`src/rtl/assert_macros.svh`:
```
// Assertion macros shared by the feedback delay line modules.
`ifndef ASSERT_MACROS_SVH
`define ASSERT_MACROS_SVH

// Same-cycle implication, checked at every rising edge outside reset.
`define FDL_ASSERT_IMPL(name, clk_s, rst_s, ante, cons) \
  name: assert property (@(posedge clk_s) disable iff (rst_s) (ante) |-> (cons)) \
    else $error("feedback delay line assertion failed");

// Next-cycle implication, checked at every rising edge outside reset.
`define FDL_ASSERT_NEXT(name, clk_s, rst_s, ante, cons) \
  name: assert property (@(posedge clk_s) disable iff (rst_s) (ante) |=> (cons)) \
    else $error("feedback delay line assertion failed");

`endif

```
`src/rtl/fdl_pkg.sv`:
```
// Types, constants, microcode table and helpers of the feedback delay line.
package fdl_pkg;

  localparam int SAMPLE_W      = 16;
  localparam int GAIN_W        = 17;
  localparam int FB_GAIN_W     = 16;
  localparam int FRAC_W        = 8;
  localparam int CFG_DATA_W    = 23;
  localparam int CFG_INDEX_W   = 2;
  localparam int ACC_W         = 35;
  localparam int SAT_W         = 19;
  localparam int DEPTH_DEFAULT = 32768;

  localparam logic [FB_GAIN_W-1:0] FB_CAP = 16'd64880;
  localparam logic [GAIN_W-1:0]    UNITY  = 17'd65536;

  typedef enum logic [CFG_INDEX_W-1:0] {
    CFG_DELAY_Q8,
    CFG_FEEDBACK_GAIN,
    CFG_MIX_GAIN,
    CFG_FILTER_COEFF
  } cfg_reg_t;

  typedef struct packed {
    logic [FRAC_W-1:0]    frac;
    logic [FB_GAIN_W-1:0] fb_gain;
    logic [GAIN_W-1:0]    mix;
    logic [GAIN_W-1:0]    coeff;
  } cfg_t;

  typedef enum logic [1:0] {MAC_NONE, MAC_LOAD, MAC_ADD} mac_op_t;
  typedef enum logic [1:0] {A_RDATA, A_X, A_DLY, A_TMP} a_sel_t;
  typedef enum logic [2:0] {B_FRAC_INV, B_FRAC, B_MIX_INV, B_MIX, B_FB, B_COEFF} b_sel_t;
  typedef enum logic [2:0] {MEM_NONE, MEM_READ_R0, MEM_READ_R1, MEM_WRITE, MEM_CLEAR} mem_op_t;
  typedef enum logic [2:0] {
    COND_NEXT, COND_JUMP, COND_WAIT_CLR, COND_WAIT_IN, COND_WAIT_OUT
  } cond_t;

  localparam int STEP_W = 4;
  typedef logic [STEP_W-1:0] step_t;

  localparam step_t STEP_CLEAR = 4'd0;
  localparam step_t STEP_IDLE  = 4'd1;
  localparam step_t STEP_RD0   = 4'd2;
  localparam step_t STEP_RD1   = 4'd3;
  localparam step_t STEP_BLEND = 4'd4;
  localparam step_t STEP_DRY   = 4'd5;
  localparam step_t STEP_WET   = 4'd6;
  localparam step_t STEP_EMIT  = 4'd7;
  localparam step_t STEP_DIFF  = 4'd8;
  localparam step_t STEP_FILT  = 4'd9;
  localparam step_t STEP_STATE = 4'd10;
  localparam step_t STEP_STORE = 4'd11;

  typedef struct packed {
    mac_op_t mac;
    a_sel_t  a;
    b_sel_t  b;
    mem_op_t mem;
    logic    take_in;
    logic    ld_dly;
    logic    ld_tmp;
    logic    ld_lp;
    logic    emit;
    logic    adv_wp;
    cond_t   cond;
    step_t   target;
  } ctrl_t;

  typedef struct packed {
    logic in_valid;
    logic out_busy;
    logic clr_last;
  } status_t;

  localparam ctrl_t CTRL_NOP = '{
    mac: MAC_NONE, a: A_RDATA, b: B_FRAC_INV, mem: MEM_NONE,
    take_in: 1'b0, ld_dly: 1'b0, ld_tmp: 1'b0, ld_lp: 1'b0,
    emit: 1'b0, adv_wp: 1'b0, cond: COND_NEXT, target: STEP_IDLE
  };

  // The per-sample program. Each step is one control word.
  function automatic ctrl_t ucode(input step_t s);
    ctrl_t w;
    w = CTRL_NOP;
    unique case (s)
      STEP_CLEAR: begin
        w.mem  = MEM_CLEAR;
        w.cond = COND_WAIT_CLR;
      end
      STEP_IDLE: begin
        w.take_in = 1'b1;
        w.cond    = COND_WAIT_IN;
      end
      STEP_RD0: begin
        w.mem = MEM_READ_R0;
      end
      STEP_RD1: begin
        w.mem = MEM_READ_R1;
        w.mac = MAC_LOAD;
        w.a   = A_RDATA;
        w.b   = B_FRAC_INV;
      end
      STEP_BLEND: begin
        w.mac = MAC_ADD;
        w.a   = A_RDATA;
        w.b   = B_FRAC;
      end
      STEP_DRY: begin
        w.ld_dly = 1'b1;
        w.mac    = MAC_LOAD;
        w.a      = A_X;
        w.b      = B_MIX_INV;
      end
      STEP_WET: begin
        w.mac = MAC_ADD;
        w.a   = A_DLY;
        w.b   = B_MIX;
      end
      STEP_EMIT: begin
        w.emit = 1'b1;
        w.mac  = MAC_LOAD;
        w.a    = A_DLY;
        w.b    = B_FB;
        w.cond = COND_WAIT_OUT;
      end
      STEP_DIFF: begin
        w.ld_tmp = 1'b1;
      end
      STEP_FILT: begin
        w.mac = MAC_LOAD;
        w.a   = A_TMP;
        w.b   = B_COEFF;
      end
      STEP_STATE: begin
        w.ld_lp = 1'b1;
      end
      STEP_STORE: begin
        w.mem    = MEM_WRITE;
        w.adv_wp = 1'b1;
        w.cond   = COND_JUMP;
        w.target = STEP_IDLE;
      end
      default: begin
        w.cond   = COND_JUMP;
        w.target = STEP_IDLE;
      end
    endcase
    return w;
  endfunction

  function automatic logic signed [SAMPLE_W-1:0] sat16(input logic signed [SAT_W-1:0] v);
    if (v > 19'sd32767) begin
      return 16'sh7FFF;
    end
    if (v < -19'sd32768) begin
      return 16'sh8000;
    end
    return v[SAMPLE_W-1:0];
  endfunction

endpackage

```
`src/rtl/fdl_sequencer.sv`:
```
// Step counter and microcode table that drive the datapath.
`include "assert_macros.svh"

module fdl_sequencer
  import fdl_pkg::*;
(
  input  logic    clk,
  input  logic    rst,
  input  status_t stat,
  output ctrl_t   ctrl,
  output logic    fire
);

  step_t step;
  step_t step_next;

  assign ctrl = ucode(step);

  // A step waits until its condition is met; fire gates loads, not ring access.
  always_comb begin
    unique case (ctrl.cond)
      COND_NEXT:     fire = 1'b1;
      COND_JUMP:     fire = 1'b1;
      COND_WAIT_CLR: fire = stat.clr_last;
      COND_WAIT_IN:  fire = stat.in_valid;
      COND_WAIT_OUT: fire = !stat.out_busy;
      default:       fire = 1'b1;
    endcase
    if (!fire) begin
      step_next = step;
    end else if (ctrl.cond == COND_JUMP) begin
      step_next = ctrl.target;
    end else begin
      step_next = step + STEP_W'(1);
    end
  end

  always_ff @(posedge clk) begin
    if (rst) begin
      step <= STEP_CLEAR;
    end else begin
      step <= step_next;
    end
  end

  `FDL_ASSERT_NEXT(a_store_then_idle, clk, rst, ctrl.mem == MEM_WRITE, step == STEP_IDLE)

endmodule

```
`config.mk`:
```
export PLATFORM = sky130hd
export DESIGN_NAME = fdl_sequencer
export DESIGN_NICKNAME = d
export VERILOG_FILES = /design/src/rtl/fdl_pkg.sv /design/src/rtl/fdl_sequencer.sv
export VERILOG_INCLUDE_DIRS = /design/src /design/src/rtl
export SDC_FILE = /design/constraint.sdc
export NUM_CORES = 1
export LEC_CHECK = 0
export ABC_AREA = 1
export BUFFER_PORTS_ARGS = -buffer_cell sky130_fd_sc_hd__buf_2
export CAP_MARGIN = 10
export CORE_MARGIN = 4
export CORE_UTILIZATION = 39
export CTS_BUF_LIST = sky130_fd_sc_hd__clkbuf_16
export DETAILED_ROUTE_END_ITERATION = 10
export PLACE_DENSITY = 0.83
export SLEW_MARGIN = 5
export SYNTH_ARGS = -nofsm -noshare
export SYNTH_HDL_FRONTEND = slang
export SYNTH_SLANG_ARGS = --single-unit
```
`constraint.sdc`:
```
create_clock -name clk -period 1.3 [get_ports clk]
set_input_delay 0 -clock clk [delete_from_list [all_inputs] [get_ports clk]]
set_output_delay 0 -clock clk [all_outputs]
set_load 0.01 [all_outputs]
```
## Word-level counts from Yosys, hierarchy flattened

Cells that the tools add are included.

| operators by class | value |
|---|---|
| eq/ne operators | 15 |
| reductions and logical operators | 3 |
| mux-type cells | 11 |
| add/sub/neg operators | 1 |

Operators with widths:

| kind | count |
|---|---|
| case mux 7 bit (6 select lines) | 1 |
| case mux 3 bit (4 select lines) | 2 |
| equality test 4 x 3 -> 1 bit, second input constant | 4 |
| equality test 4 bit, second input constant | 4 |
| equality test 4 x 2 -> 1 bit, second input constant | 2 |
| OR reduction 8 bit | 1 |
| equality test 3 x 2 -> 1 bit, second input constant | 2 |
| two-way mux 1 bit | 6 |
| adder 4 x 1 -> 4 bit, second input constant | 1 |
| equality test 4 x 1 -> 1 bit, second input constant | 1 |
| zero test 4 bit | 1 |
| two-way mux 4 bit | 1 |
| equality test 3 x 1 -> 1 bit, second input constant | 1 |
| equality test 3 bit, second input constant | 1 |
| case mux 1 bit (3 select lines) | 1 |
| zero test 1 bit | 1 |

| word-level totals | value |
|---|---|
| register bits after elaboration | 4 |
| output and inout bits | 24 |
| word-level logic and storage cells | 31 |

## Longest topological paths before layout

| depth | value |
|---|---|
| depth after elaboration | 5 |
| mapped depth | 9 |
| depth with buffers taken out | 9 |

## Worst setup path after synthesis

No wires, ideal clock.

| timing | value |
|---|---|
| kind | reg2reg |
| start | reg step[0] |
| end | reg step[2] |
| data required time | 1.185 ns |
| clock period less this slack | 1.471 ns |
| cell stages (with the launch flop) | 9 |
| path slack | -0.171 ns |
| data arrival time | 1.357 ns |
| cells stage by stage | dfxtp_1 > inv_1 > ha_1 > o21ai_1 > nand2_2 > nand3_4 > inv_2 > a21oi_1 > nor2_1 |

| on the way | value |
|---|---|
| longest elaborated chain between the ends | 5 |
| elaborated cells on any way between the ends | 20 |
| those cells by class | add/sub: 1; eq/ne: 14; mux: 3; reduce/logical: 2 |

Ends and longest elaborated chain:

| what | line | source |
|---|---|---|
| start, declared | fdl_sequencer.sv:14 | `step_t step;` |
| start signal, assigned | fdl_sequencer.sv:42 | `step <= step_next;` |
| equality test 4 bit, or another cell as far along | fdl_pkg.sv:86 | `unique case (s)` |
| OR reduction 8 bit (no line) | -- |  |
| case mux 3 bit (4 select lines) (*) | fdl_pkg.sv:86 |  |
| equality test 3 bit or equality test 3 x 2 -> 1 bit (tied branches) | fdl_sequencer.sv:21 | `unique case (ctrl.cond)` |
| case mux 1 bit (3 select lines) (*) | fdl_sequencer.sv:21 |  |
| via fire | fdl_sequencer.sv:11 | `output logic fire` |

Mark *: on every way through the listed nets, which the timed path passes. The rest lies on a longest branch.
A chain may end at the register's enable or synchronous reset.

==> results.cfg <==
[die]
io_pins = 29
core_region_area_mm2 = 0.00130
initial_utilization = 0.418
fp.dieArea_mm2 = 0.00206
rows = 13
die_height_um = 45.4
die_x_um = 45.4

[logic_synthesis]
synth.top_cell.area_share = 0.147
ys_ff_latch = 4
synth_cell_type_count = 20
synthFlopType = dfxtp_1
synth_area_um2 = 544
seq_area_frac_synth = 0.147
async_flop_share = 0
syn_inst = 82
synth_edf_count = 0
synth_common_cells = 12 x inv_1, 12 x nand2_1, 8 x nor2_1
avgSynthCellArea_um2 = 6.64
yosys_warnings = 0
synth_top_cell_by_area = dfxtp_1
synth_area_leaders = dfxtp_1 15%, ha_1 9.2%, nand3_2 9.2%, inv_1 8.3%, nand2_1 8.3%

[drt]
viasPerCell = 4.55
drc = 0
met3WireLength_um = 82
ant_nets = 0
totalWireLength_mm = 1.53
drt_iter0_markers = 4
routedWlPerCell_um = 10.9
dr_wl_met2_um = 871
drt-pass1-iter-count = 4
num_vias = 641
top_layer = met4
wl_met1_um = 553

[setup_path]
reg2reg_depth = 10
critPathKind = flop to primary output
worstReg2RegStart = step[1]
cp-start-kind = flop
arrival_ps = 1440
crit_path_start = step[1]
reg2reg_to = step[0]
worstPathMaxFanout = 5
critPathRequiredTime_ps = 1300
endpoint_kind = primary output
rrSetupSlack_ps = -90

[placement]
place.gp.congestion = 0.761
port_buffers = 24
pre_cts_ws_ps = -69.9
dp_hpwl_mm = 1.21

[clock_network]
clock_sinks = 4
cts_buffers = 3
cts_root_buffer = clkbuf_16
clk_path_buf_depth = 2
cts_tree = done
cts_max_level = 1
clk_pin_slew_ps = 30
insertion_delay_ps = 230

[pwr]
power.density_mw_per_mm2 = 2230
leakagePower_nw = 0.557
ir_worst_vdd_mv = 1.52

[outcome]
status = finished, violations left
violations = setup timing

[global_routing]
grt_pass1_wl_mm = 2.48
overflow = 0
grt_max_degree = 8
grt.total_usage = 0.170
grt_antenna_before_repair = 0
first_global_vias = 606

[finish]
syn2layout_area_growth_pct = 82.1
largest_register = step
fin_util = 0.762
n_antenna_cell = 0
largestRegisters = step (4)
layout-drive-gt1-share = 0.659
largest_register_ffs = 4
fin_nets = 136

[sta]
holdWs_ps = 309
period_needed_ps = 1440
finalClockSkew_ps = 2.62
rsz0062_at_grt = true
hold_viol = 0
post-route-period-util = 1.11
drv_slew = 0
setup_violations = 9
worst_slack_ps = -143
fmax_mhz = 693

[hold_path]
holdCritStartpoint = stat[0]
hp-class = input port to flop
min_path_cells = 5
hold_end = step[0]

[run]
max_cap_violations = 0
==> placed cells by master (no fill, tap or decap), drive strengths merged, types with 3 or more instances in the layout <==
master / count
nor2: 14
o21ai: 4
conb: 4
clkbuf: 3
nand3: 11
inv: 16
ha: 4
dfxtp: 4
nand2: 15
buf: 43
==> timing repair <==
action	in CTS	in global routing
hold endpoints to repair	1	0
setup endpoints to repair	11	15
resized for setup	9	9
setup buffers	4	0
hold buffers	1	0
pin swaps	10	7
==> worst max-delay path, stage by stage (launching register included) <==
cell and delay [ps]:
dfxtp_4 380, inv_4 60, ha_4 180, nand3_2 80
nand2_2 60, nor2_2 120, nand3_2 130, nand2_1 90
buf_2 120
==> stage by stage <==
step	instances	instance area (um^2)	TNS (ps)	total power, mW
2_1_floorplan	84	596	0	1.07
3_3_place_gp	133	806	-65.2	1.48
3_5_place_dp	133	806	-125	1.52
4_1_cts	141	957	-629	2.18
5_1_grt	141	991	-1420	2.38
6_report	141	991	-576	2.21
==> layer usage <==
metal  up-vias  GRT usage
li1        331          -
met1       286      0.157
met2        20      0.333
met3         4     0.0398
met4         0     0.0877
met5         -          0
==> how the worst max path moves through the flow <==
stage,cells after the start,slack [ps],endpoint
6_report,8,-140,ctrl[4]
5_1_grt,7,-210,ctrl[4]
4_1_cts,7,-140,ctrl[4]
3_5_place_dp,8,-70,step[1]
3_3_place_gp,8,-40,step[1]
2_1_floorplan,8,6,step[1]
==> kinds of logic after synthesis <==
group	synth area share
AOI/OAI and AO/OA	0.0690
other	0.0138
buffers and inverters	0.193
DFF	0.147
and+or+nand+nor	0.469
adders and majority gates	0.0920
xor gates and xnor gates	0.0161
==> power breakdown <==
part           internal, mW  switching [mW]
clock network         0.397          0.0884
registers             0.178          0.0697
logic                 0.693           0.786
total                  1.27           0.944
==> final cells by class <==
class | count | area (um^2)
clock buffers | 3 | 75.1
clock inverters | 1 | 3.75
fillers | 97 | 310
inverters | 15 | 61.3
multi-input cells | 59 | 455
flip-flops and latches | 4 | 88.8
well taps | 15 | 18.8
repair buffers | 44 | 288
No activity file was read; power rests on OpenSTA's default activity.
